<file path="src/rtl/salru_pkg.sv">
// Shared types and constants of the set-associative LRU cache tracker.
// No dependencies; imported by the way logic, the top level and the checker.
`default_nettype none

package salru_pkg;

  localparam int MAX_SET_BITS_DEF = 10;
  localparam int WAYS_DEF         = 8;
  localparam int ADDR_W           = 64;
  localparam int TAG_W            = 64;
  localparam int CNT_W            = 32;
  localparam int CFG_INDEX_W      = 2;
  localparam int CFG_DATA_W       = 6;

  localparam logic [3:0]       SET_BITS_RESET   = 4'd4;
  localparam logic [5:0]       BLOCK_BITS_RESET = 6'd4;
  localparam logic [3:0]       WAYS_RESET       = 4'd1;
  localparam logic [CNT_W-1:0] CNT_TOP          = '1;

  typedef enum logic [1:0] {
    ACT_LOAD   = 2'd0,
    ACT_STORE  = 2'd1,
    ACT_MODIFY = 2'd2,
    ACT_NONE   = 2'd3
  } action_t;

  typedef enum logic [1:0] {
    OUT_HIT   = 2'd0,
    OUT_FILL  = 2'd1,
    OUT_EVICT = 2'd2
  } outcome_t;

  typedef enum logic [CFG_INDEX_W-1:0] {
    REG_SET_BITS   = 2'd0,
    REG_BLOCK_BITS = 2'd1,
    REG_WAYS       = 2'd2
  } reg_index_t;

  typedef struct packed {
    outcome_t outcome;
    logic     hit;
    logic     evict;
  } lookup_status_t;

endpackage

`default_nettype wire

</file>
<file path="src/rtl/salru_way_logic.sv">
// Tag compare, victim choice and LRU rank update for one set row.
// Depends on salru_pkg for tag width and the lookup status type.
`default_nettype none

module salru_way_logic import salru_pkg::*; #(
  parameter  int WAYS   = WAYS_DEF,
  localparam int RANK_W = (WAYS > 1) ? $clog2(WAYS) : 1,
  localparam int NW_W   = $clog2(WAYS + 1)
) (
  input  wire logic [TAG_W-1:0]                 tag_in,
  input  wire logic [NW_W-1:0]                  nw,
  input  wire logic [WAYS-1:0]                  valid_in,
  input  wire logic [WAYS-1:0][RANK_W-1:0]      rank_in,
  input  wire logic [WAYS-1:0][TAG_W-1:0]       tags_in,
  output logic      [WAYS-1:0]                  valid_out,
  output logic      [WAYS-1:0][RANK_W-1:0]      rank_out,
  output logic      [WAYS-1:0][TAG_W-1:0]       tags_out,
  output lookup_status_t                        status
);

  localparam int WI = (WAYS > 1) ? $clog2(WAYS) : 1;

  logic [WAYS-1:0]   in_use;
  logic [WAYS-1:0]   match;
  logic [WAYS-1:0]   free;
  logic              hit;
  logic              free_found;
  logic [WI-1:0]     hit_way;
  logic [WI-1:0]     free_way;
  logic [WI-1:0]     lru_way;
  logic [WI-1:0]     sel;
  logic [RANK_W-1:0] best_rank;
  logic [RANK_W-1:0] sel_rank;

  always_comb begin
    for (int w = 0; w < WAYS; w++) begin
      in_use[w] = NW_W'(w) < nw;
      match[w]  = in_use[w] && valid_in[w] && (tags_in[w] == tag_in);
      free[w]   = in_use[w] && !valid_in[w];
    end
  end

  always_comb begin
    hit        = 1'b0;
    hit_way    = '0;
    free_found = 1'b0;
    free_way   = '0;
    for (int w = WAYS - 1; w >= 0; w--) begin
      if (match[w]) begin
        hit     = 1'b1;
        hit_way = WI'(w);
      end
      if (free[w]) begin
        free_found = 1'b1;
        free_way   = WI'(w);
      end
    end
  end

  always_comb begin
    lru_way   = '0;
    best_rank = rank_in[0];
    for (int w = 1; w < WAYS; w++) begin
      if (in_use[w] && (rank_in[w] < best_rank)) begin
        best_rank = rank_in[w];
        lru_way   = WI'(w);
      end
    end
  end

  assign sel      = hit ? hit_way : (free_found ? free_way : lru_way);
  assign sel_rank = rank_in[sel];

  always_comb begin
    valid_out = valid_in;
    tags_out  = tags_in;
    for (int w = 0; w < WAYS; w++) begin
      rank_out[w] = rank_in[w];
      if (in_use[w] && (rank_in[w] > sel_rank)) begin
        rank_out[w] = rank_in[w] - 1'b1;
      end
      if (WI'(w) == sel) begin
        rank_out[w] = RANK_W'(nw - NW_W'(1));
      end
    end
    if (!hit) begin
      valid_out[sel] = 1'b1;
      tags_out[sel]  = tag_in;
    end
  end

  always_comb begin
    status.hit   = hit;
    status.evict = !hit && !free_found;
    if (hit) begin
      status.outcome = OUT_HIT;
    end else if (free_found) begin
      status.outcome = OUT_FILL;
    end else begin
      status.outcome = OUT_EVICT;
    end
  end

endmodule

`default_nettype wire

</file>
<file path="config.mk">
export PLATFORM = sky130hd
export DESIGN_NAME = salru_way_logic
export DESIGN_NICKNAME = d
export VERILOG_FILES = /design/src/rtl/salru_pkg.sv /design/src/rtl/salru_way_logic.sv
export SDC_FILE = /design/constraint.sdc
export NUM_CORES = 1
export LEC_CHECK = 0
export BUFFER_PORTS_ARGS = -buffer_cell sky130_fd_sc_hd__buf_2
export CAP_MARGIN = 20
export CORE_AREA = 2 2 448 450
export DETAILED_ROUTE_END_ITERATION = 8
export DIE_AREA = 0 0 450 452
export SLEW_MARGIN = 15
export SYNTH_ARGS = -nofsm -noshare
export SYNTH_HDL_FRONTEND = slang
export SYNTH_SLANG_ARGS = --single-unit
</file>
<file path="constraint.sdc">
create_clock -name vclk -period 10.5
set_input_delay 1.05 -clock vclk [all_inputs]
set_output_delay 1.05 -clock vclk [all_outputs]
set_load 0.005 [all_outputs]
</file>
; ---- Yosys cells after proc, flatten, opt, wreduce, memory -nomap -nowiden
; Cells that the tools add are included.
[op_classes]
add_sub_neg = 9
mul = 0
n_div = 0
order_cmp = 25
n_eq_ne = 15
shift = 0
mux = 74
bitwise_logic = 1
n_reduce_logical = 52
[ops]
columns = operator, count
row1 = $bwmux W512, 1
row2 = $eq A64 B64 Y1, 8
row3 = $mux W512, 1
row4 = $demux W64 S3, 1
row5 = $mux W3, 47
row6 = $mux W64, 1
row7 = $logic_and A1 B1 Y1, 41
row8 = $sub A3 B1 Y3 const B, 9
row9 = $gt A3 B3 Y1, 8
row10 = $lt A3 B3 Y1, 7
row11 = $mux W1, 18
row12 = $lt A3 B4 Y1 const A, 4
row13 = $eq A3 B3 Y1 const A, 4
row14 = $logic_not A1 Y1, 10
row15 = $bmux W3 S3, 1
row16 = $lt A1 B4 Y1 const A, 2
row17 = $lt A2 B4 Y1 const A, 2
row18 = $mux W8, 1
row19 = $or A8 B8 Y8, 1
row20 = $eq A2 B3 Y1 const A, 2
row21 = $lt A3 B4 Y1 const B, 1
row22 = $mux W2, 2
row23 = $demux W1 S3, 1
row24 = $eq A1 B3 Y1 const A, 1
row25 = other kinds (2), 2
[word_totals]
reg_bits = 0
latch_bits = 0
mem_bits_rw = 0
romBits = 0
in_bits = 612
output_inout_bits = 548
elab_cells = 176
mem_count = 0

; ---- Logic depth before layout (Yosys ltp)
; Gate-level depths: netlist of run 1.
[logic_depth]
ltp_word = 29
mapped_depth = 43
ltp_nobuf = 39

; ---- Worst setup path after synthesis of run 1
; OpenSTA, ideal clock, no wires.
[synth_path]
path_kind = input -> output
start = input rank_in[1] (netlist name)
end = output rank_out[17] (netlist name)
arrival_time_ps = 9810
required_ps = 9450
slack_ps = -360
path_stages = 41
path_buffers = 3
path_cell_list = clkbuf_1 -> inv_1 -> ha_1 -> or3b_1 -> a211oi_4 -> mux2_2 -> o31ai_2 -> a21oi_1 -> o41a_1 -> or2_1 -> nand4_1 -> nand2_1 -> nand2_1 -> o21ai_0 -> ha_1 -> a2111oi_0 -> nor2b_1 -> nand4b_1 -> (+5 left out) -> nand2_1 -> a21o_1 -> a31o_1 -> nor4bb_1 -> a211o_1 -> buf_4 -> o31ai_4 -> buf_2 -> and2_1 -> a211oi_1 -> a211oi_1 -> a21oi_1 -> ha_1 -> nand2_1 -> nor2_1 -> a211o_1 -> or4_1 -> a31oi_1
[synth_lines]
columns = element, line
row1 = "start, declared", salru_way_logic.sv:13  ; input wire logic [WAYS-1:0][RANK_W-1:0] rank_in,
row2 = "end, declared", salru_way_logic.sv:16  ; output logic [WAYS-1:0][RANK_W-1:0] rank_out,

==> metrics, run 1 <==
Synthesis Warnings 0; Via density 4.064; syn avg cell area 7.434 um^2; fraction of layout cells with a size suffix above 1 58.88%; initial antenna violation count roughly 210; WS Path Type primary input to primary output; register area share after synthesis 0%; GPL Wtd Cong between 1 and 1.5; syn_nets roughly 2.7k; commonest cells after routing, fill and taps aside buf_2 (1151), mux2_2 (446), xor2_1 (220); Worst Setup End Kind primary output; CP dominant cell by count buf_4; Power Internal between 600 and 700 uW; overall power 1.890 mW; area of the multi-input gates approximately 0.015 mm^2; Sum Neg Setup Slack 0 ps; ANT nets after route 0; placed inst area 0.02617 mm^2; DR iter-0 viols 2437; CP top delay family compound AO/OA/AOI/OAI gates; Seq. cell area 0 um^2; slowest stage cell, crit path or4_4; Finished Layout Cells 6045; number of global-route vias before repair between 20k and 25k; I/O Pins 1160; die extent in y 452 um; final WL 278.3 mm; Combinational Power Share 100.0%; fillers around 23k; clock group share of total power 0%; clock period minus worst slack 10200 ps; Max Freq 0.09802 GHz; crit share post-route a little over nine tenths; Crit path arrival time 9150 ps; Final setup viols 0; CP Max Fanout 6; Mapped Area 0.01565 mm^2; Crit path required time 9450 ps; synth unique cells 85; Worst Path Buf+Inv 10; die footprint ~0.20 mm^2; max cap viols 0; post-DP HPWL 253.1 mm; Seq pwr share 0%; Worst Tran Pin Value 1128 ps; Core Util, Final 13.52%; grt total ovfl 0; Startpoint Class primary input; Nets 3951; DR WL/cell 46.04 um; total number of vias 24.57k; Place WS -379.2 ps; Final Cell Area 0.02685 mm^2; Layout area overhead 71.55%; max incr delay on CP roughly 530 ps; die width 450 um; first-pass GRT wire length between 300 and 400 mm; leakage power 11.34 nW; status completed; worst hold path type primary input to primary output; max-slew violation count 0; GRT Total Usage between 20% and 30%; Slew headroom 24.14%; RSZ-0062 raised after global routing true; commonest non-fill, non-tap cell in the layout buf_2; final hold slack 2424 ps; Cells after Synth 2105; post-route worst setup slack 297.5 ps; core area between 0.15 and 0.2 mm^2; VDD IR max 0.02159 mV; DRC 0; DR pass1 iterations 5; Core Rows 164; Starting Density 7.878%; largest net degree at the start of global routing roughly 40; final hold vios 0; dpl cells a little under 6k; switch share between 60% and 70%; PwrDens 70.39 mW/mm^2; CLK BUF 0; Psw 1.208 mW; sequential cell count 0; I/O Buffers 1160
-- logic make-up (layout without fill, tap and decap cells) --
logic type               count (synthesis)  count (layout)  share of synthesized area (%)
other                                    0              84                              0
multiplexers                           457             457                          32.82
adder cells (fa/ha/maj)                 34              34                          2.686
XOR/XNOR                               371             371                          20.76
buffers and inverters                  362            1562                          9.331
AND/OR/NAND/NOR                        486             486                          16.47
AO/OA/AOI/OAI                          395             395                          17.93
-- power groups by stage --
stage | Combinational (mW) | Clock [mW] | Sequential (mW)
after detailed placement | 1.83 | 0 | 0
final | 1.89 | 0.000000754 | 0
after global placement | 1.84 | 0 | 0
after floorplan | 0.675 | 0 | 0
after global routing | 1.98 | 0.000000701 | 0
after CTS | 1.85 | 0 | 0
-- metal layers --
metal | wire, um | part of all wire (%) | up-vias | global-route usage, %
met5 | 303 | 0.11 | - | 0.6297
met4 | 15010 | 5.4 | 20 | 10.79
met3 | 31720 | 11 | 517 | 11.47
met2 | 136500 | 49 | 1893 | 45.90
met1 | 94800 | 34 | 11980 | 26.40
li1 | - | - | 10160 | -
-- worst paths after layout --
check         from      endpoint  slack (ps)  depth (start not counted)
max     rank_in[1]  rank_out[14]         300                         46
min    tags_in[23]  tags_out[23]        2420                          3
-- cell type report --
type | instances | area share, %
multi-input combinational | 1743 | 54.45
timing repair buffer | 1408 | 30.23
tap | 2656 | 12.38
inverter | 154 | 2.163
antenna | 84 | 0.7830
-- Yosys cell counts (all sizes together), types with 13 or more instances --
library cell,instances,area (um^2)
o21ai,102,514.2
nand4,51,319.1
o22ai,61,381.6
a21oi,23,115.1
nor3,38,205.2
xnor2,151,1323
nor2b,17,106.4
clkbuf,153,574.3
nand2,127,476.7
or2,13,81.33
a22o,14,122.6
buf,55,307.8
o221ai,17,148.9
nand2b,19,118.9
inv,154,578.1
a31oi,21,146.4
o211ai,20,155.1
xor2,220,1927
nor2,63,244.0
or4,20,150.1
nand3,32,172.7
ha,32,400.4
nor4,75,469.2
mux2,449,5056
-- repair_timing --
action,CTS,global route
setup buffers,1,8
hold buffers,0,0
gates resized for setup,14,74
setup endpoints to repair,14,372
pin swaps,3,38
Power figures use the tool's default switching activity.
==> run 2: changes to the inputs <==
CELL_PAD_IN_SITES_DETAIL_PLACEMENT = 0   (was unset)
CELL_PAD_IN_SITES_GLOBAL_PLACEMENT = 1   (was unset)
CORE_AREA = 2 2 455 457   (was 2 2 448 450)
DIE_AREA = 0 0 457 459   (was 0 0 450 452)
PLACE_DENSITY_LB_ADDON = 0.1   (was unset)
==> metrics, run 2 (synthesized netlist as in run 1, its figures left out) <==
final hold vios 0 (unchanged); Seq pwr share 0% (about the same); placed inst area 0.02651 mm^2 (was 0.02617 mm^2); commonest cells after routing, fill and taps aside buf_2 (1158), mux2_2 (446), buf_4 (249) (was buf_2 (1151), mux2_2 (446), xor2_1 (220)); Final setup viols 0 (unchanged); final WL 252.9 mm (was 278.3 mm); switch share 61.38% (was 63.91%); slowest stage cell, crit path or4_4 (unchanged); die footprint 0.2098 mm^2 (was 0.2034 mm^2); DR iter-0 viols 1519 (was 2437); first-pass GRT wire length 305.2 mm (was 327.1 mm); number of global-route vias before repair 23.67k (was 22.91k); total number of vias 23.41k (was 24.57k); I/O Pins 1160 (unchanged); Core Rows 167 (was 164); Psw 1.150 mW (was 1.208 mW); max cap viols 0 (unchanged); CP Max Fanout 6 (unchanged); DR pass1 iterations 5 (unchanged); Sum Neg Setup Slack 0 ps (unchanged); clock group share of total power 0% (about the same); die width 457 um (was 450 um); GPL Wtd Cong 0.8813 (was 1.002); Crit path required time 9450 ps (about the same); DRC 0 (unchanged); Power Internal 723.5 uW (was 681.9 uW); grt total ovfl 0 (unchanged); Worst Setup End Kind primary output (unchanged); Layout area overhead 75.05% (was 71.55%); core area 0.2056 mm^2 (was 0.1986 mm^2); fraction of layout cells with a size suffix above 1 60.52% (was 58.88%); Startpoint Class primary input (unchanged); Core Util, Final 13.32% (was 13.52%); DR WL/cell 41.54 um (was 46.04 um); CP top delay family compound AO/OA/AOI/OAI gates (unchanged); WS Path Type primary input to primary output (unchanged); RSZ-0062 raised after global routing true (unchanged); max-slew violation count 0 (unchanged); Slew headroom 19.47% (was 24.14%); ANT nets after route 0 (unchanged); CLK BUF 0 (unchanged); worst hold path type primary input to primary output (unchanged); max incr delay on CP 550 ps (was 530 ps); leakage power 11.65 nW (was 11.34 nW); Combinational Power Share 100.0% (about the same); status completed (unchanged); Worst Tran Pin Value 1197 ps (was 1128 ps); hold_buf cts 0 (unchanged); crit share post-route 97.61% (was 97.17%); sequential cell count 0 (unchanged); initial antenna violation count 123 (was 213); CP dominant cell by count buf_6 (was buf_4); commonest non-fill, non-tap cell in the layout buf_2 (unchanged); post-DP HPWL 226.0 mm (was 253.1 mm); Final Cell Area 0.02739 mm^2 (was 0.02685 mm^2); VDD IR max 0.02159 mV (about the same); Seq. cell area 0 um^2 (unchanged); Nets 4000 (was 3951); Starting Density 7.611% (was 7.878%); Crit path arrival time 9200 ps (was 9150 ps); Worst Path Buf+Inv 10 (unchanged); Max Freq 0.09757 GHz (was 0.09802 GHz); Via density 3.847 (was 4.064); fillers 24.22k (was 23.28k); PwrDens 68.40 mW/mm^2 (was 70.39 mW/mm^2); largest net degree at the start of global routing 41 (unchanged); clock period minus worst slack 10250 ps (was 10200 ps); I/O Buffers 1160 (unchanged); GRT Total Usage 22.86% (was 25.92%); die extent in y 459 um (was 452 um)
-- run 2: layer usage --
layer	part of all wire [%]	vias up	track usage, %
met5	0.10	-	0
met4	3.7	36	6.643
met3	6.6	254	5.343
met2	50	1083	40.96
met1	40	11880	26.87
li1	-	10170	-
-- run 2: per-stage QoR --
stage	hold WS [ps]	power, mW	instances	worst slack, ps
6_report	2427	1.874	6087	250.8
5_1_grt	2443	1.967	6066	-200.9
4_1_cts	2429	1.824	6040	19.38
3_5_place_dp	2424	1.801	6034	-351.6
3_3_place_gp	2430	1.817	6034	-378.4
2_1_floorplan	2188	0.6751	2105	33.73
-- run 2: area by class of cell --
class / instances / area [um^2] / share of cell area [%]
Multi-Input combinational cell: 1743 / 14830 / 54.14
Timing Repair Buffer: 1457 / 8529 / 31.14
Tap cell: 2704 / 3383 / 12.35
Inverter: 154 / 578.1 / 2.110
Antenna cell: 29 / 72.57 / 0.2649
-- run 2: power groups by stage --
stage / clock network (mW) / logic (mW) / registers [mW]
after floorplan: 0 / 0.675 / 0
after global placement: 0 / 1.82 / 0
after detailed placement: 0 / 1.80 / 0
after CTS: 0 / 1.82 / 0
after global routing: 0.000000103 / 1.97 / 0
final: 0.000000113 / 1.87 / 0
-- run 2: final timing paths --
check	startpoint	depth (start not counted)	end	slack, ps
max	rank_in[1]	44	rank_out[11]	250
min	tags_in[245]	3	tags_out[245]	2430
-- run 2: repair_timing --
| action | in CTS | in global routing |
|---|---|---|
| endpoints found under the setup margin | 24 | 60 |
| gates cloned | 0 | 0 |
| resized for setup | 25 | 106 |
| setup buffers | 6 | 19 |
| pin swaps | 10 | 63 |
==> run 3: changes to the inputs <==
CORE_AREA = 4 4 444 446   (was 2 2 455 457)
DIE_AREA = 0 0 448 450   (was 0 0 457 459)
==> metrics, run 3 (synthesized netlist as in run 1, its figures left out) <==
Worst Setup End Kind primary output (unchanged); CLK BUF 0 (unchanged); final WL 244.7 mm (was 252.9 mm); I/O Pins 1160 (unchanged); Power Internal 705.8 uW (was 723.5 uW); Startpoint Class primary input (unchanged); Place WS -387.2 ps (was -351.6 ps); Layout area overhead 72.35% (was 75.05%); final hold vios 0 (unchanged); Core Util, Final 14.01% (was 13.32%); Nets 3977 (was 4000); overall power 1.796 mW (was 1.874 mW); commonest non-fill, non-tap cell in the layout buf_2 (unchanged); grt total ovfl 0 (unchanged); Via density 3.941 (was 3.847); VDD IR max 0.02737 mV (was 0.02159 mV); DR WL/cell 41.51 um (was 41.54 um); number of global-route vias before repair 23.35k (was 23.67k); Seq pwr share 0% (about the same); core area 0.1926 mm^2 (was 0.2056 mm^2); Seq. cell area 0 um^2 (unchanged); Starting Density 8.126% (was 7.611%); fraction of layout cells with a size suffix above 1 59.80% (was 60.52%); hold_buf cts 0 (unchanged); fillers 22.56k (was 24.22k); WS Path Type primary input to primary output (unchanged); Combinational Power Share 100.0% (about the same); PwrDens 66.60 mW/mm^2 (was 68.40 mW/mm^2); max-slew violation count 0 (unchanged); switch share 60.71% (was 61.38%); first-pass GRT wire length 294.0 mm (was 305.2 mm); die footprint 0.2016 mm^2 (was 0.2098 mm^2); Worst Tran Pin Value 1217 ps (was 1197 ps); GPL Wtd Cong 0.8762 (was 0.8813); post-DP HPWL 215.1 mm (was 226.0 mm); crit share post-route 97.36% (was 97.61%); ANT nets after route 0 (unchanged); initial antenna violation count 122 (was 123); max incr delay on CP 520 ps (was 550 ps); Final setup viols 0 (unchanged); clock period minus worst slack 10220 ps (was 10250 ps); die extent in y 450 um (was 459 um); sequential cell count 0 (unchanged); post-route worst setup slack 277.5 ps (was 250.8 ps); Slew headroom 18.14% (was 19.47%); leakage power 11.50 nW (was 11.65 nW); I/O Buffers 1160 (unchanged); CP Max Fanout 7 (was 6); Core Rows 161 (was 167); Psw 1.091 mW (was 1.150 mW); total number of vias 23.23k (was 23.41k); clock group share of total power 0% (about the same); worst hold path type primary input to primary output (unchanged); status completed (unchanged); RSZ-0062 raised after global routing true (unchanged); Max Freq 0.09782 GHz (was 0.09757 GHz); GRT Total Usage 22.83% (was 22.86%); DR iter-0 viols 1602 (was 1519); Crit path arrival time 9170 ps (was 9200 ps); Crit path required time 9450 ps (about the same); DR pass1 iterations 7 (was 5); largest net degree at the start of global routing 57 (was 41); Sum Neg Setup Slack 0 ps (unchanged); slowest stage cell, crit path or4_1 (was or4_4); max cap viols 0 (unchanged); commonest cells after routing, fill and taps aside buf_2 (1156), mux2_2 (445), buf_4 (234) (was buf_2 (1158), mux2_2 (446), buf_4 (249)); die width 448 um (was 457 um); DRC 0 (unchanged)
==> run 3: cell count changes in the layout (fill, tap and decap cells not counted), moves of 4 or more <==
| cell | delta |
|---|---|
| diode_2 | +8 |
| nand2_4 | -4 |
| a311oi_1 | +4 |
| buf_6 | -4 |
| ha_4 | +5 |
| buf_4 | -15 |
==> run 3: power groups by stage <==
| stage | clock network, mW | registers (mW) | logic, mW |
|---|---|---|---|
| after global routing | 0.000000233 | 0 | 1.90 |
| after detailed placement | 0 | 0 | 1.74 |
| final | 0.000000290 | 0 | 1.80 |
| after global placement | 0 | 0 | 1.76 |
| after CTS | 0 | 0 | 1.77 |
| after floorplan | 0 | 0 | 0.675 |
==> run 3: path summary, 6_finish.rpt <==
| check | slack [ps] | startpoint | cells after the start | end |
|---|---|---|---|---|
| hold / removal | 2420 | tag_in[6] | 3 | tags_out[134] |
| setup / recovery | 280 | rank_in[1] | 44 | rank_out[23] |
==> run 3: per-stage QoR <==
step / instance area (um^2) / cells / hold WS [ps]
2_1_floorplan: 15660 / 2105 / 2188
3_3_place_gp: 26140 / 5840 / 2421
3_5_place_dp: 26150 / 5841 / 2420
4_1_cts: 26380 / 5847 / 2423
5_1_grt: 26920 / 5875 / 2442
6_report: 26970 / 5894 / 2422
==> run 3: repair_timing <==
item,in CTS,in global routing
endpoints found under the setup margin,24,24
pin swaps,16,59
resized for setup,36,78
setup buffers,6,11
==> run 3: worst max-delay path: cells and delay by family <==
kind                     cells  cell delay (ps)
AO/OA/AOI/OAI               17             3490
AND/OR/NAND/NOR             15             2460
buffers and inverters        7              920
adder cells (fa/ha/maj)      4              900
multiplexers                 1              340
==> run 3: layout make-up <==
class	instances	area (um^2)	share of cell area, %
Multi-Input combinational cell	1743	14820	54.95
Timing Repair Buffer	1434	8317	30.84
Inverter	154	580.6	2.153
Antenna cell	37	92.59	0.3433
Tap cell	2526	3161	11.72
==> run 3: metal layers <==
metal	vias up	share of wire, %	GRT usage (%)
met2	1069	51	42.41
met4	20	3.3	6.165
met3	258	8.0	6.876
met1	11720	37	24.87
met5	-	0.051	0
li1	10160	-	-
